## config.mk

```make
export PLATFORM = sky130hd
export DESIGN_NAME = number_to_ascii_formatter_core
export DESIGN_NICKNAME = d
export VERILOG_FILES = /design/src/hw/rtl/nfmt_pkg.sv /design/src/hw/rtl/nfmt_div100.sv /design/src/hw/rtl/number_to_ascii_formatter_core.sv
export SDC_FILE = /design/constraint.sdc
export NUM_CORES = 1
export LEC_CHECK = 0
export BUFFER_PORTS_ARGS = -buffer_cell sky130_fd_sc_hd__buf_4
export CAP_MARGIN = 25
export CORE_ASPECT_RATIO = 1.4
export CORE_MARGIN = 2
export CORE_UTILIZATION = 60
export CTS_BUF_LIST = sky130_fd_sc_hd__clkbuf_4 sky130_fd_sc_hd__clkbuf_8 sky130_fd_sc_hd__clkbuf_16
export DETAILED_ROUTE_END_ITERATION = 7
export PLACE_DENSITY = 0.88
export SETUP_SLACK_MARGIN = 0.5
export SYNTH_ARGS = -nofsm -noshare
export SYNTH_HDL_FRONTEND = slang
export SYNTH_SLANG_ARGS = --single-unit
```

## constraint.sdc

```tcl
create_clock -name clk -period 7.8 [get_ports clk]
set_input_delay 1.56 -clock clk [delete_from_list [all_inputs] [get_ports clk]]
set_output_delay 1.56 -clock clk [all_outputs]
set_load 0.03 [all_outputs]
```

## src/hw/rtl/nfmt_pkg.sv

```systemverilog
// nfmt_pkg: shared types and constants for the number to ascii formatter
// transaction structs, format codes, character codes and the digit-to-char map
// no dependencies
package nfmt_pkg;

  localparam int unsigned NUM_W  = 32;
  localparam int unsigned MODE_W = 3;
  localparam int unsigned CHAR_W = 7;

  localparam logic [MODE_W-1:0] MODE_U16   = 3'd0;
  localparam logic [MODE_W-1:0] MODE_S16   = 3'd1;
  localparam logic [MODE_W-1:0] MODE_FIX   = 3'd2;
  localparam logic [MODE_W-1:0] MODE_HEX8  = 3'd3;
  localparam logic [MODE_W-1:0] MODE_HEX16 = 3'd4;

  localparam logic [CHAR_W-1:0] CH_MINUS = 7'h2D;
  localparam logic [CHAR_W-1:0] CH_DOT   = 7'h2E;
  localparam logic [CHAR_W-1:0] CH_ZERO  = 7'h30;
  // 'A' minus ten
  localparam logic [CHAR_W-1:0] CH_ALPHA_BASE = 7'h37;

  localparam logic [7:0] DIVISOR = 8'd100;

  typedef struct packed {
    logic [MODE_W-1:0]       req_type;
    logic signed [NUM_W-1:0] number_in;
  } nfmt_in_t;

  typedef struct packed {
    logic [CHAR_W-1:0] char_out;
    logic              last_char;
  } nfmt_out_t;

  typedef struct packed {
    logic load;
    logic step;
  } nfmt_div_ctl_t;

  function automatic logic [CHAR_W-1:0] hex_char(input logic [3:0] nib);
    logic [CHAR_W-1:0] wide;
    wide = {3'b000, nib};
    if (nib < 4'd10) begin
      return CH_ZERO + wide;
    end
    return CH_ALPHA_BASE + wide;
  endfunction

endpackage

```

## src/hw/rtl/nfmt_div100.sv

```systemverilog
// nfmt_div100: bit-serial restoring divide by one hundred
// one quotient bit per step over 32 steps; depends on nfmt_pkg
module nfmt_div100 (
  input  logic                          clk,
  input  nfmt_pkg::nfmt_div_ctl_t       ctl,
  input  logic [nfmt_pkg::NUM_W-1:0]    dividend,
  output logic [15:0]                   quo,
  output logic [6:0]                    rem
);
  import nfmt_pkg::*;

  logic [NUM_W-1:0] q_r;
  logic [6:0]       rem_r;
  logic [7:0]       trial;
  logic [7:0]       diff;
  logic             ge;

  // dividend bits leave at the top while quotient bits enter at the bottom
  assign trial = {rem_r, q_r[NUM_W-1]};
  assign ge    = (trial >= DIVISOR);
  assign diff  = trial - DIVISOR;

  always_ff @(posedge clk) begin
    if (ctl.load) begin
      q_r   <= dividend;
      rem_r <= '0;
    end else if (ctl.step) begin
      q_r   <= {q_r[NUM_W-2:0], ge};
      rem_r <= ge ? diff[6:0] : trial[6:0];
    end
  end

  assign quo = q_r[15:0];
  assign rem = rem_r;

endmodule

```

## src/hw/rtl/number_to_ascii_formatter_core.sv

```systemverilog
// number_to_ascii_formatter_core: formats one number as ascii text, one char per strobe
// depends on nfmt_pkg and nfmt_div100
// busy after accept: u16/s16 and fixed run the bit-serial double-dabble (16 shifts),
// fixed first runs the divide by 100 (32 steps), a '-' adds a sign state, and hex8
// and hex16 go straight to their digits; one item at a time
// unused format codes are dropped with no result and busy stays low
// synchronous active-low reset returns to idle with no strobe pending
module number_to_ascii_formatter_core (
  input  logic                clk,
  input  logic                rst_n,
  input  logic                start,
  output logic                busy,
  input  nfmt_pkg::nfmt_in_t  in_data,
  output logic                out_valid,
  output nfmt_pkg::nfmt_out_t out_data
);
  import nfmt_pkg::*;

  typedef enum logic [3:0] {
    ST_IDLE,
    ST_SIGN,
    ST_DIV,
    ST_LOAD,
    ST_CONV,
    ST_SKIP,
    ST_DIGITS,
    ST_DOT,
    ST_FRAC_HI,
    ST_FRAC_LO
  } state_t;

  localparam logic [4:0] DIV_LAST  = 5'd31;
  localparam logic [4:0] CONV_LAST = 5'd15;
  localparam logic [2:0] DEC_DIGS  = 3'd5;

  state_t            state_r;
  logic              fixed_r;
  logic [4:0]        cnt_r;
  logic [2:0]        dcnt_r;
  logic [15:0]       work_r;
  logic [15:0]       fsh_r;
  logic [19:0]       bcd_r;
  logic [7:0]        fbcd_r;
  logic              out_valid_r;
  logic [CHAR_W-1:0] out_char_r;
  logic              out_last_r;

  logic [NUM_W-1:0]  raw;
  logic [NUM_W-1:0]  mag32;
  logic [15:0]       mag16;
  logic [19:0]       bcd_adj;
  logic [7:0]        fbcd_adj;
  logic              accept;
  nfmt_div_ctl_t     div_ctl;
  logic [15:0]       div_quo;
  logic [6:0]        div_rem;

  assign raw    = in_data.number_in;
  assign mag32  = raw[NUM_W-1] ? (32'd0 - raw) : raw;
  assign mag16  = raw[15] ? (16'd0 - raw[15:0]) : raw[15:0];
  assign accept = start && (state_r == ST_IDLE);

  always_comb begin
    div_ctl.load = accept && (in_data.req_type == MODE_FIX);
    div_ctl.step = (state_r == ST_DIV);
  end

  nfmt_div100 u_div (
    .clk      (clk),
    .ctl      (div_ctl),
    .dividend (mag32),
    .quo      (div_quo),
    .rem      (div_rem)
  );

  // add-3 correction ahead of each double-dabble shift
  always_comb begin
    bcd_adj  = bcd_r;
    fbcd_adj = fbcd_r;
    for (int i = 0; i < 5; i++) begin
      if (bcd_r[i*4 +: 4] >= 4'd5) begin
        bcd_adj[i*4 +: 4] = bcd_r[i*4 +: 4] + 4'd3;
      end
    end
    for (int j = 0; j < 2; j++) begin
      if (fbcd_r[j*4 +: 4] >= 4'd5) begin
        fbcd_adj[j*4 +: 4] = fbcd_r[j*4 +: 4] + 4'd3;
      end
    end
  end

  always_ff @(posedge clk) begin
    if (!rst_n) begin
      state_r     <= ST_IDLE;
      out_valid_r <= 1'b0;
    end else begin
      out_valid_r <= 1'b0;
      out_last_r  <= 1'b0;
      unique case (state_r)
        ST_IDLE: begin
          if (start) begin
            cnt_r   <= '0;
            bcd_r   <= '0;
            fbcd_r  <= '0;
            fsh_r   <= '0;
            fixed_r <= (in_data.req_type == MODE_FIX);
            case (in_data.req_type)
              MODE_U16: begin
                work_r  <= raw[15:0];
                state_r <= ST_CONV;
              end
              MODE_S16: begin
                work_r  <= mag16;
                state_r <= raw[15] ? ST_SIGN : ST_CONV;
              end
              MODE_FIX: begin
                state_r <= raw[NUM_W-1] ? ST_SIGN : ST_DIV;
              end
              MODE_HEX8: begin
                bcd_r   <= {raw[7:0], 12'h000};
                dcnt_r  <= 3'd2;
                state_r <= ST_DIGITS;
              end
              MODE_HEX16: begin
                bcd_r   <= {raw[15:0], 4'h0};
                dcnt_r  <= 3'd4;
                state_r <= ST_DIGITS;
              end
              default: begin
                state_r <= ST_IDLE;
              end
            endcase
          end
        end
        ST_SIGN: begin
          out_valid_r <= 1'b1;
          out_char_r  <= CH_MINUS;
          state_r     <= fixed_r ? ST_DIV : ST_CONV;
        end
        ST_DIV: begin
          cnt_r <= cnt_r + 5'd1;
          if (cnt_r == DIV_LAST) begin
            state_r <= ST_LOAD;
          end
        end
        ST_LOAD: begin
          work_r  <= div_quo;
          fsh_r   <= {9'd0, div_rem};
          cnt_r   <= '0;
          state_r <= ST_CONV;
        end
        ST_CONV: begin
          bcd_r  <= {bcd_adj[18:0], work_r[15]};
          fbcd_r <= {fbcd_adj[6:0], fsh_r[15]};
          work_r <= {work_r[14:0], 1'b0};
          fsh_r  <= {fsh_r[14:0], 1'b0};
          cnt_r  <= cnt_r + 5'd1;
          if (cnt_r == CONV_LAST) begin
            dcnt_r  <= DEC_DIGS;
            state_r <= ST_SKIP;
          end
        end
        ST_SKIP: begin
          // drop leading zeros, keeping at least one digit
          if ((bcd_r[19:16] == 4'd0) && (dcnt_r > 3'd1)) begin
            bcd_r  <= {bcd_r[15:0], 4'h0};
            dcnt_r <= dcnt_r - 3'd1;
          end else begin
            state_r <= ST_DIGITS;
          end
        end
        ST_DIGITS: begin
          out_valid_r <= 1'b1;
          out_char_r  <= hex_char(bcd_r[19:16]);
          bcd_r       <= {bcd_r[15:0], 4'h0};
          dcnt_r      <= dcnt_r - 3'd1;
          if (dcnt_r == 3'd1) begin
            if (fixed_r) begin
              state_r <= ST_DOT;
            end else begin
              out_last_r <= 1'b1;
              state_r    <= ST_IDLE;
            end
          end
        end
        ST_DOT: begin
          out_valid_r <= 1'b1;
          out_char_r  <= CH_DOT;
          state_r     <= ST_FRAC_HI;
        end
        ST_FRAC_HI: begin
          out_valid_r <= 1'b1;
          out_char_r  <= hex_char(fbcd_r[7:4]);
          state_r     <= ST_FRAC_LO;
        end
        ST_FRAC_LO: begin
          out_valid_r <= 1'b1;
          out_char_r  <= hex_char(fbcd_r[3:0]);
          out_last_r  <= 1'b1;
          state_r     <= ST_IDLE;
        end
        default: begin
          state_r <= ST_IDLE;
        end
      endcase
    end
  end

  assign busy               = (state_r != ST_IDLE);
  assign out_valid          = out_valid_r;
  assign out_data.char_out  = out_char_r;
  assign out_data.last_char = out_last_r;

endmodule

```

== Word-level counts from Yosys, hierarchy flattened ==
Index checks and enable logic that the tools add are counted.

* Register bits after elaboration: 121
* Input port bits: 38
* Output and inout port bits: 10
* Logic and storage cells: 153

* $add $sub $neg: 18
* Magnitude comparators: 12
* Equal/unequal tests: 24
* Mux-type cells: 61
* Reduce and logical (&&, ||, !) cells: 25

{| class="wikitable"
|+ Operators with widths
! cell !! number
|-
| $mux 32 || 3
|-
| $pmux 16 s3 || 2
|-
| $pmux 20 s4 || 1
|-
| $mux 7 || 7
|-
| $mux 16 || 3
|-
| $add 6x4->7 const A || 6
|-
| $mux 20 || 2
|-
| $mux 4 || 10
|-
| $pmux 20 s2 || 1
|-
| $pmux 4 s9 || 1
|-
| $pmux 7 s5 || 1
|-
| $pmux 16 s2 || 1
|-
| $sub 1x32->32 const A || 1
|-
| $ge 4x3->1 const B || 7
|-
| $mux 3 || 8
|-
| $pmux 3 s4 || 2
|-
| $add 4x2->4 const B || 5
|-
| $eq 4x3->1 const B || 4
|-
| $pmux 8 s2 || 1
|-
| $sub 1x16->16 const A || 1
|-
| $pmux 5 s3 || 1
|-
| $lt 4x4->1 const B || 3
|-
| $mux 1 || 12
|-
| $reduce_and 3->1 || 4
|-
| 35 further kinds || 53
|}

== Logic depth before layout (Yosys ltp) ==
Gate-level depths: netlist of the first run.

* Depth after elaboration: 6
* Gate-level depth with buffers: 8

== Modules after synthesis ==
Synthesis of the first run repeated with hierarchy kept, for this count alone.

* Cells, all modules: 738
* Area total of the unflattened synthesis: 7568.5 um2

{| class="wikitable"
|+ By module, submodules not included
! module !! instances !! cells each !! area an instance (um2) !! sequential area each (um2)
|-
| number_to_ascii_formatter_core || 1 || 607 || 5703.0 || 2412.3
|-
| nfmt_div100 || 1 || 131 || 1865.5 || 1101.1
|}

== Worst setup path after synthesis of the first run ==
No wires, ideal clock.

* Path kind: in2reg
* From: input start
* To: register dcnt_r[0], enable pin
* Setup time: 0.302 ns
* Arrival time: 3.931 ns
* Data required time: 7.498 ns
* Path slack: 3.567 ns
* Stages: 4
* Path buffers: 0
* Cells stage by stage: nor2b_1 > o21bai_1 > a221oi_1 > o221a_2

* Longest elaborated chain between the ends: 2

{| class="wikitable"
|+ RTL lines
! element !! line !! source
|-
| from (decl) || number_to_ascii_formatter_core.sv:11 || <nowiki>input logic start,</nowiki>
|-
| $ne 2x2->1 (no source line) || -- ||
|-
| $reduce_and 6->1 (no source line) || -- ||
|-
| to (signal assigned) || number_to_ascii_formatter_core.sv:167 || <nowiki>dcnt_r <= dcnt_r - 3'd1;</nowiki>
|-
| to (signal assigned) || number_to_ascii_formatter_core.sv:176 || <nowiki>dcnt_r <= dcnt_r - 3'd1;</nowiki>
|-
| to (decl) || number_to_ascii_formatter_core.sv:39 || <nowiki>logic [2:0] dcnt_r;</nowiki>
|}

Every way passes these cells.
A chain may end at the register's enable or synchronous reset.

== Worst setup path in the final report of the first run ==
* From: register state_r[2]
* To: output busy

* Longest elaborated chain between the ends: 1

{| class="wikitable"
|+ RTL lines
! element !! line !! source
|-
| from (decl) || number_to_ascii_formatter_core.sv:36 || <nowiki>state_t state_r;</nowiki>
|-
| from (signal assigned) || number_to_ascii_formatter_core.sv:114 || <nowiki>state_r <= raw[15] ? ST_SIGN : ST_CONV;</nowiki>
|-
| from (signal assigned) || number_to_ascii_formatter_core.sv:117 || <nowiki>state_r <= raw[NUM_W-1] ? ST_SIGN : ST_DIV;</nowiki>
|-
| from (signal assigned) || number_to_ascii_formatter_core.sv:138 || <nowiki>state_r <= fixed_r ? ST_DIV : ST_CONV;</nowiki>
|-
| $reduce_bool 4->1 || number_to_ascii_formatter_core.sv:209 || <nowiki>assign busy = (state_r != ST_IDLE);</nowiki>
|-
| to (decl) || number_to_ascii_formatter_core.sv:12 || <nowiki>output logic busy,</nowiki>
|}

Every way passes these cells.

==> run_results.csv, run 1 <==
group,metric,value,unit
status,status,"complete, no violations",
layout,seq_area,3513,sq um
timing,hold_violations,0,
clock_network,insertion_delay,0.42,ns
clock_network,postCtsSetupBuffers,0,
route,drt-met1-wl,6.772,mm
yosys,ys_seq_area_share,46.29,%
yosys,synth_warnings,0,
critical_path,r2r_slack,4.55,ns
yosys,synth_common_cells,"edfxtp_1, o21ai_0, nand2_1, nor2_1, a21oi_1",
hold_path,holdPathStages,2,
timing,fin_crit,3.936,ns
route,viasPerCell,6.505,
critical_path,rr_worst_depth,4,
timing,worst_slew_pin_slew,1.124,ns
clock_network,max-clock-path-buffers,2,
timing,drv_slew,0,
timing,fmax,0.2541,GHz
critical_path,crit_path_cell_trace,"nor4_1 > inv_1 > buf_4",
grt,grt_use_total,26.95,%
layout,syn_to_final_growth,12.56,%
critical_path,slowest_stage,"nor4_1",
grt,antenna_found_initial,0,
timing,finalSetupViolations,0,
layout,multi_input_area,3764,sq um
critical_path,start_kind,"flop",
place,numPortBuffers,47,
critical_path,crit_arrival,2.38,ns
layout,fill_cells,849,
yosys,syn_area_per_cell,9.693,sq um
critical_path,crit_required,6.24,ns
grt,grt_pass1_wl,28.94,mm
yosys,yosysMostFrequentCell,"edfxtp_1",
yosys,synthTopCellsByArea,"edfxtp_1, o21ai_0, ha_1, xor2_1, nand2_1",
clock_network,clk_pin_slew,0.05,ns
yosys,ys_ff_latch,121,
timing,timing.final.crit_share,50.46,%
floorplan,initial_utilization,61.65,%
hold_path,hold_class,"flop to flop",
critical_path,r2r_end,"fbcd_r[2]",
clock_network,cts_tree,"done",
timing,fin_tns_setup,0,ns
critical_path,cp-startpoint,"state_r[2]",
critical_path,cp-end-kind,"output port",
power_and_ir_drop,power.leakage,0.003228,uW
yosys,syn_inst,783,
route,drtIter0Drc,538,
yosys,syn_nets,844,
route,drcViolationCount,0,
grt,grt_pass1_vias,6250,
clock_network,htreeDepth,4,
yosys,synth.distinct_cells,72,
route,vias,6277,
yosys,syn_area,7590,sq um
clock_network,cts_resized,0,
route,firstDrtPassIters,5,
yosys,synth_edf_count,109,
route,routed_wl,17.99,mm
power_and_ir_drop,cellPowerDensity,316.0,nW/um^2
critical_path,worstPathMaxFanout,27,
yosys,synthArstFlopShare,0,%
clock_network,ctsHoldBuffers,0,
route,drtAntennaViolNets,0,
layout,nNetsFinal,865,
grt,grt-ovfl-total,0,
layout,diodes,0,
timing,rsz0062_at_grt,"false",
timing,clock_skew,0.008010,ns
critical_path,r2r-start,"state_r[1]",
route,wl_met3,1.221,mm
place,dp_hpwl,12.50,mm
critical_path,critical-path-max-stage-delay,0.90,ns
timing,slew_headroom,24.48,%
place,place.gp.congestion,0.9125,
clock_network,cts.sinks,121,
timing,holdWs,0.4962,ns
floorplan,die_area,13580,sq um
clock_network,cts_inserted_buffers,17,
critical_path,endpoint,"busy",
floorplan,dieWidth,99.06,microns
floorplan,core,12310,sq um
route,wl_per_cell,18.65,microns
layout,layout-drive-gt1-share,13.50,%
route,met2WireLength,9.159,mm
yosys,synth_ff_type,"edfxtp_1",
critical_path,path_buf_inv,2,
route,top_layer,"met4",
grt,grt_max_degree,51,
clock_network,cts_root_buf,"clkbuf_16",
critical_path,path_delay_family,"simple AND/OR/NAND/NOR gates",
floorplan,num_rows,48,
job,cap_viol_max_count,0,
yosys,yosysTopAreaCell,"edfxtp_1",
critical_path,cp_num_cells,3,
power_and_ir_drop,irDropWorstVdd,0.0001809,V
floorplan,die_y,137.1,microns
critical_path,critical_path_class,"flop to output port",
yosys,synth_top_area_share,43.13,%
floorplan,io_pins,48,
[worst min path at each step]
stage                        from           end  slack, ns
global placement     u_div.rem[0]  u_div.rem[1]       0.48
detailed placement   u_div.rem[0]  u_div.rem[0]       0.49
finish               u_div.rem[0]  u_div.rem[0]       0.50
global route         u_div.rem[0]  u_div.rem[1]       0.54
floorplan           u_div.q_r[31]  u_div.rem[0]       0.44
CTS                  u_div.rem[0]  u_div.rem[0]       0.50
[registers in the layout, indices dropped and copies added (netlist names)]
| name | count |
|---|---|
| u_div.rem | 7 |
| fixed_r | 1 |
| out_char_r | 7 |
| fbcd_r | 8 |
| bcd_r | 20 |
| work_r | 16 |
| state_r | 4 |
| dcnt_r | 3 |
| out_last_r | 1 |
| cnt_r | 5 |
| out_valid | 1 |
| fsh_r | 16 |
| u_div.q_r | 32 |
[metal layers]
metal,vias to the layer above,track usage [%]
met5,-,0
met3,73,4.801
li1,2944,-
met2,275,46.36
met4,0,16.82
met1,2985,30.95
[kinds of logic (layout without fill, tap and decap cells)]
family / count (synthesis) / in the layout / share of synthesized area, %
AO/OA/AOI/OAI: 252 / 252 / 21.88
XOR/XNOR: 58 / 58 / 6.693
adder cells (fa/ha/maj): 23 / 23 / 3.792
buffers and inverters: 85 / 117 / 4.484
flip-flops: 121 / 121 / 46.29
multiplexers: 5 / 5 / 0.6759
AND/OR/NAND/NOR: 239 / 239 / 16.19
[worst register-to-register path: cells and delay by family, from the launching register on]
family	cells	cell delay, ns
AND/OR/NAND/NOR	2	1.37
buffers and inverters	1	0.25
AO/OA/AOI/OAI	1	0.96
flip-flops	1	0.30
[per-stage QoR]
stage,setup slack [ns],util (%),total power [uW],std cells,area (sq um)
finish,3.864,69.39,2699,965,8543
global route,3.695,69.39,2840,965,8543
CTS,3.885,69.39,2687,965,8543
detailed placement,3.917,65.09,1971,935,8014
global placement,3.883,64.87,1912,933,7986
floorplan,3.567,-,1722,783,7590
[cell type report]
class | count | area share [%]
Clock buffer | 24 | 5.595
Tap cell | 150 | 2.197
Multi-Input combinational cell | 577 | 44.05
Inverter | 31 | 1.362
Sequential cell | 121 | 41.12
Clock inverter | 6 | 0.6005
Timing Repair Buffer | 56 | 5.067
[cell usage in the layout (no fill, tap or decap), types with 23 or more instances in the layout]
cell        n
edfxtp_1  109
o21ai_0    90
nand2_1    72
nor2_1     59
buf_4      55
a21oi_1    49
inv_1      31
xor2_1     31
xnor2_1    27
ha_1       23
[power by group]
part           leakage [uW]  internal [uW]  switching (uW)  total [uW]
Sequential          0.00112            976             140        1120
Clock              0.000268            453             266         719
Combinational       0.00184            327             537         864
Power figures use the tool's default switching activity.
==> run 2: changes to the inputs <==
==> constraint.sdc (replaced) <==
create_clock -name clk -period 3.9 [get_ports clk]
set_input_delay 0.78 -clock clk [delete_from_list [all_inputs] [get_ports clk]]
set_output_delay 0.78 -clock clk [all_outputs]
set_load 0.03 [all_outputs]
==> run_results.csv, run 2 (same netlist as run 1, synthesis figures left out) <==
group,metric,value,unit
route,viasPerCell,6.615,
critical_path,cp-end-kind,"flop",
clock_network,cts.sinks,121,
layout,diodes,0,
layout,final_common_cell,"edfxtp_1",
timing,fin_crit,2.763,ns
layout,layout_common_cells,"edfxtp_1, o21ai_0, nand2_1",
timing,timing.final.crit_share,70.85,%
clock_network,clk_pin_slew,0.06,ns
hold_path,hold_class,"flop to flop",
place,dp_hpwl,13.28,mm
timing,hold_violations,0,
job,cap_viol_max_count,0,
critical_path,path_buf_inv,2,
floorplan,io_pins,48,
floorplan,num_rows,48,
route,vias,6456,
critical_path,r2r-start,"state_r[3]",
critical_path,worstPathMaxFanout,8,
timing,drv_slew,0,
route,drtAntennaViolNets,0,
clock_network,ctsHoldBuffers,0,
floorplan,die_y,137.1,microns
timing,fin_tns_setup,0,ns
critical_path,r2r_slack,1.19,ns
hold_path,hp-start,"u_div.rem[2]",
grt,antenna_found_initial,0,
critical_path,start_kind,"input pin",
clock_network,cts_root_buf,"clkbuf_16",
floorplan,initial_utilization,61.65,%
power_and_ir_drop,cellPowerDensity,654.4,nW/um^2
place,place.gp.congestion,0.8976,
critical_path,rr_worst_depth,5,
clock_network,max-clock-path-buffers,2,
timing,rsz0062_at_grt,"false",
floorplan,die_area,13580,sq um
route,wl_per_cell,19.47,microns
clock_network,cts_inserted_buffers,17,
layout,syn_to_final_growth,14.29,%
route,firstDrtPassIters,6,
layout,nNetsFinal,874,
clock_network,postCtsSetupBuffers,0,
timing,fmax,0.3619,GHz
layout,largest_reg_flops,32,
critical_path,path_delay_family,"simple AND/OR/NAND/NOR gates",
clock_network,htreeDepth,4,
place,numPortBuffers,47,
grt,grt-ovfl-total,0,
clock_network,cts_resized,0,
grt,grt_max_degree,33,
timing,finalSetupViolations,0,
layout,final-instance-count-excl-fill,976,
floorplan,dieWidth,99.06,microns
floorplan,core,12310,sq um
layout,top_regs,"u_div.q_r x32, bcd_r x20",
timing,slew_headroom,29.47,%
grt,grt_pass1_wl,30.80,mm
critical_path,critical-path-max-stage-delay,0.52,ns
clock_network,cts_tree,"done",
hold_path,holdPathStages,2,
route,drcViolationCount,0,
layout,layout-drive-gt1-share,15.01,%
critical_path,r2r_end,"dcnt_r[2]",
hold_path,whs_endpoint,"u_div.rem[2]",
grt,grt_pass1_vias,6469,
layout,largest_register,"u_div.q_r",
place,place_inst,944,
timing,clock_skew,0.006742,ns
timing,worst_slew_pin_slew,1.050,ns
route,routed_wl,19.00,mm
grt,grt_use_total,28.76,%
status,status,"complete, no violations",
power_and_ir_drop,irDropWorstVdd,0.0003679,V
critical_path,critical_path_class,"input pin to flop",
power_and_ir_drop,power.leakage,0.003298,uW
critical_path,crit_path_cell_trace,"buf_4 > inv_1 > ha_1 > nor3b_2 > nand4_1 > o41ai_2 > xor2_1 > o21ai_1",
critical_path,crit_arrival,2.94,ns
critical_path,crit_required,4.08,ns
route,drtIter0Drc,500,
critical_path,slowest_stage,"o41ai_2",
clock_network,insertion_delay,0.42,ns
==> run 2: worst register-to-register path, cell delays in order (launching register included) <==
cell	delay (ns)
dfxtp_1	0.72
nand2b_1	0.57
nor2_1	0.22
a221oi_2	0.29
buf_4	0.33
o221a_2	0.30
==> run 2: worst max-delay path by stage <==
stage | start | end | slack (ns) | cells after the start
after floorplan | state_r[2] | work_r[0] | 0.89 | 6
after global placement | in_data[0] | u_div.q_r[30] | 0.91 | 8
after detailed placement | in_data[0] | u_div.q_r[30] | 0.74 | 8
after CTS | in_data[0] | u_div.q_r[30] | 1.20 | 8
after global routing | in_data[0] | u_div.q_r[30] | 1.02 | 8
final | in_data[0] | u_div.q_r[30] | 1.14 | 8
==> run 2: power breakdown <==
group | switching (uW) | internal [uW] | total [uW]
combinational | 1120 | 682 | 1800
clock | 608 | 1020 | 1630
sequential | 294 | 1950 | 2240
total | 2020 | 3660 | 5680
==> run 2: stage by stage <==
step	hold slack, ns	setup WS, ns	util (%)	power [uW]	instance area, sq um
global route	0.5545	1.021	70.46	5960	8675
floorplan	0.4447	0.8917	-	3446	7596
global placement	0.4741	0.9128	65.49	3878	8063
detailed placement	0.5155	0.7379	65.49	4006	8063
finish	0.5310	1.137	70.46	5677	8675
CTS	0.5286	1.200	70.46	5651	8675
==> run 2: area by class of cell <==
cell class,instances,area (sq um)
multi-input combinational,577,3757
fill,833,3637
clock buffer,18,439.2
tap,150,187.7
inverter,31,116.4
clock inverter,14,172.7
timing repair buffer,65,488.0
sequential,121,3513
==> run 2: routing by layer <==
layer,vias up,global-route usage [%],routed length [microns]
li1,2962,-,-
met1,3068,32.81,6970
met2,362,49.81,9848
met3,64,6.078,1454
met4,0,16.36,727
met5,-,0,0
==> run 3: changes to the inputs <==
==> constraint.sdc (replaced) <==
create_clock -name clk -period 2.7 [get_ports clk]
set_input_delay 0.54 -clock clk [delete_from_list [all_inputs] [get_ports clk]]
set_output_delay 0.54 -clock clk [all_outputs]
set_load 0.03 [all_outputs]
==> run_results.csv, run 3 (same netlist as run 1, synthesis figures left out) <==
group,metric,value,unit
job,cap_viol_max_count,0,
hold_path,hold_class,"input pin to flop",
power_and_ir_drop,finalPower,8236,uW
floorplan,io_pins,48,
critical_path,worstPathMaxFanout,17,
route,met2WireLength,10.48,mm
place,place.gp.congestion,0.9085,
clock_network,cts_root_buf,"clkbuf_16",
route,drt-met1-wl,7.283,mm
timing,fin_tns_setup,0,ns
timing,timing.final.crit_share,82.49,%
timing,fin_crit,2.227,ns
route,drcViolationCount,0,
route,wl_per_cell,20.34,microns
route,drtIter0Drc,600,
layout,finalInstanceArea,8867,sq um
clock_network,cts.sinks,121,
grt,antenna_found_initial,0,
power_and_ir_drop,irDropWorstVdd,0.0005691,V
critical_path,critical_path_class,"flop to flop",
status,status,"complete, no violations",
timing,rsz0062_at_grt,"true",
layout,multi_input_area,3872,sq um
clock_network,max-clock-path-buffers,2,
grt,grt-ovfl-total,0,
power_and_ir_drop,power.leakage,0.003362,uW
layout,layout-drive-gt1-share,18.31,%
timing,finalSetupViolations,0,
clock_network,clk_pin_slew,0.06,ns
route,top_layer,"met4",
layout,seq_area,3516,sq um
critical_path,crit_arrival,2.59,ns
floorplan,core,12310,sq um
timing,worst_slew_pin_slew,0.7549,ns
power_and_ir_drop,cellPowerDensity,928.8,nW/um^2
layout,fill_cells,827,
floorplan,die_area,13580,sq um
critical_path,start_kind,"flop",
clock_network,cts_tree,"done",
layout,nNetsFinal,890,
timing,drv_slew,0,
layout,final_common_cell,"edfxtp_1",
clock_network,cts_inserted_buffers,17,
floorplan,dieWidth,99.06,microns
timing,hold_violations,0,
route,routed_wl,20.16,mm
timing,worst_slack,0.4729,ns
clock_network,htreeDepth,4,
grt,grt_pass1_vias,6611,
critical_path,cp-end-kind,"flop",
timing,clock_skew,0.01111,ns
layout,largest_reg_flops,32,
layout,diodes,0,
floorplan,die_y,137.1,microns
route,vias,6621,
place,preCtsSetupSlack,0.06741,ns
route,viasPerCell,6.681,
place,dpl_cell_area,8229,sq um
floorplan,num_rows,48,
route,wl_met3,1.394,mm
timing,fmax,0.4490,GHz
grt,grt_use_total,29.75,%
route,drtAntennaViolNets,0,
floorplan,initial_utilization,61.65,%
grt,grt_pass1_wl,31.62,mm
timing,slew_headroom,48.98,%
critical_path,crit_required,3.06,ns
place,dp_hpwl,14.01,mm
place,numPortBuffers,47,
grt,grt_max_degree,33,
clock_network,insertion_delay,0.43,ns
layout,largest_register,"u_div.q_r",
route,firstDrtPassIters,7,
layout,layout_common_cells,"edfxtp_1, o21ai_0, buf_4",
layout,top_regs,"u_div.q_r x32, bcd_r x20",
layout,syn_to_final_growth,16.83,%
-- run 3: cell count changes in the layout (fill, tap and decap cells not counted), moves of 2 or more --
cell,before,now
ha_1,23,21
nand2_1,72,70
buf_4,65,80
clkinv_4,4,1
dfxtp_1,12,10
clkinv_2,3,6
nor4_1,2,0
a21oi_1,49,46
a21oi_2,0,3
ha_2,0,2
dfxtp_2,0,2
nor4_4,1,3
-- run 3: stage by stage --
step / instances / hold WS [ns] / util (%)
2_1_floorplan: 783 / 0.4447 / -
3_3_place_gp: 956 / 0.4697 / 66.84
3_5_place_dp: 956 / 0.5052 / 66.84
4_1_cts: 987 / 0.3513 / 71.59
5_1_grt: 991 / 0.3560 / 72.02
6_report: 991 / 0.3570 / 72.02
-- run 3: critical path, cell delays in order, from the launching register on --
cell and delay, ns:
dfxtp_2 0.42, or4b_2 0.93, or4b_2 0.68, nand3_1 0.12
-- run 3: power breakdown --
part           internal [uW]  switching, uW
Clock                   1350            840
Combinational           1080           1690
Sequential              2820            446
Total                   5250           2980
-- run 3: timing repair --
item | in CTS | in global routing
setup endpoints to repair | 61 | 65
hold buffers | 0 | 0
pin swaps | 0 | 2
hold endpoints to repair | 0 | 0
cloned | 0 | 0
setup buffers | 0 | 4
gates resized for setup | 4 | 6
-- run 3: final cells by class --
type,instances,area share (%)
inverters,31,1.312
clock buffers,18,4.882
clock inverters,13,1.467
repair buffers,81,6.900
well taps,150,2.117
flip-flops and latches,121,39.65
multi-input cells,577,43.67
-- run 3: worst paths after layout --
check	startpoint	to	slack, ns	cells past startpoint
max	state_r[0]	u_div.rem[5]	0.47	3
min reg2reg	u_div.rem[0]	u_div.rem[0]	0.52	2
max reg2reg	state_r[0]	u_div.rem[5]	0.47	3
min	rst_n	out_last_r	0.36	1
-- run 3: metal layers --
metal,vias up,global-route usage [%]
li1,2995,-
met1,3171,30.89
met2,366,54.95
met3,89,6.231
met4,0,16.97
met5,-,0
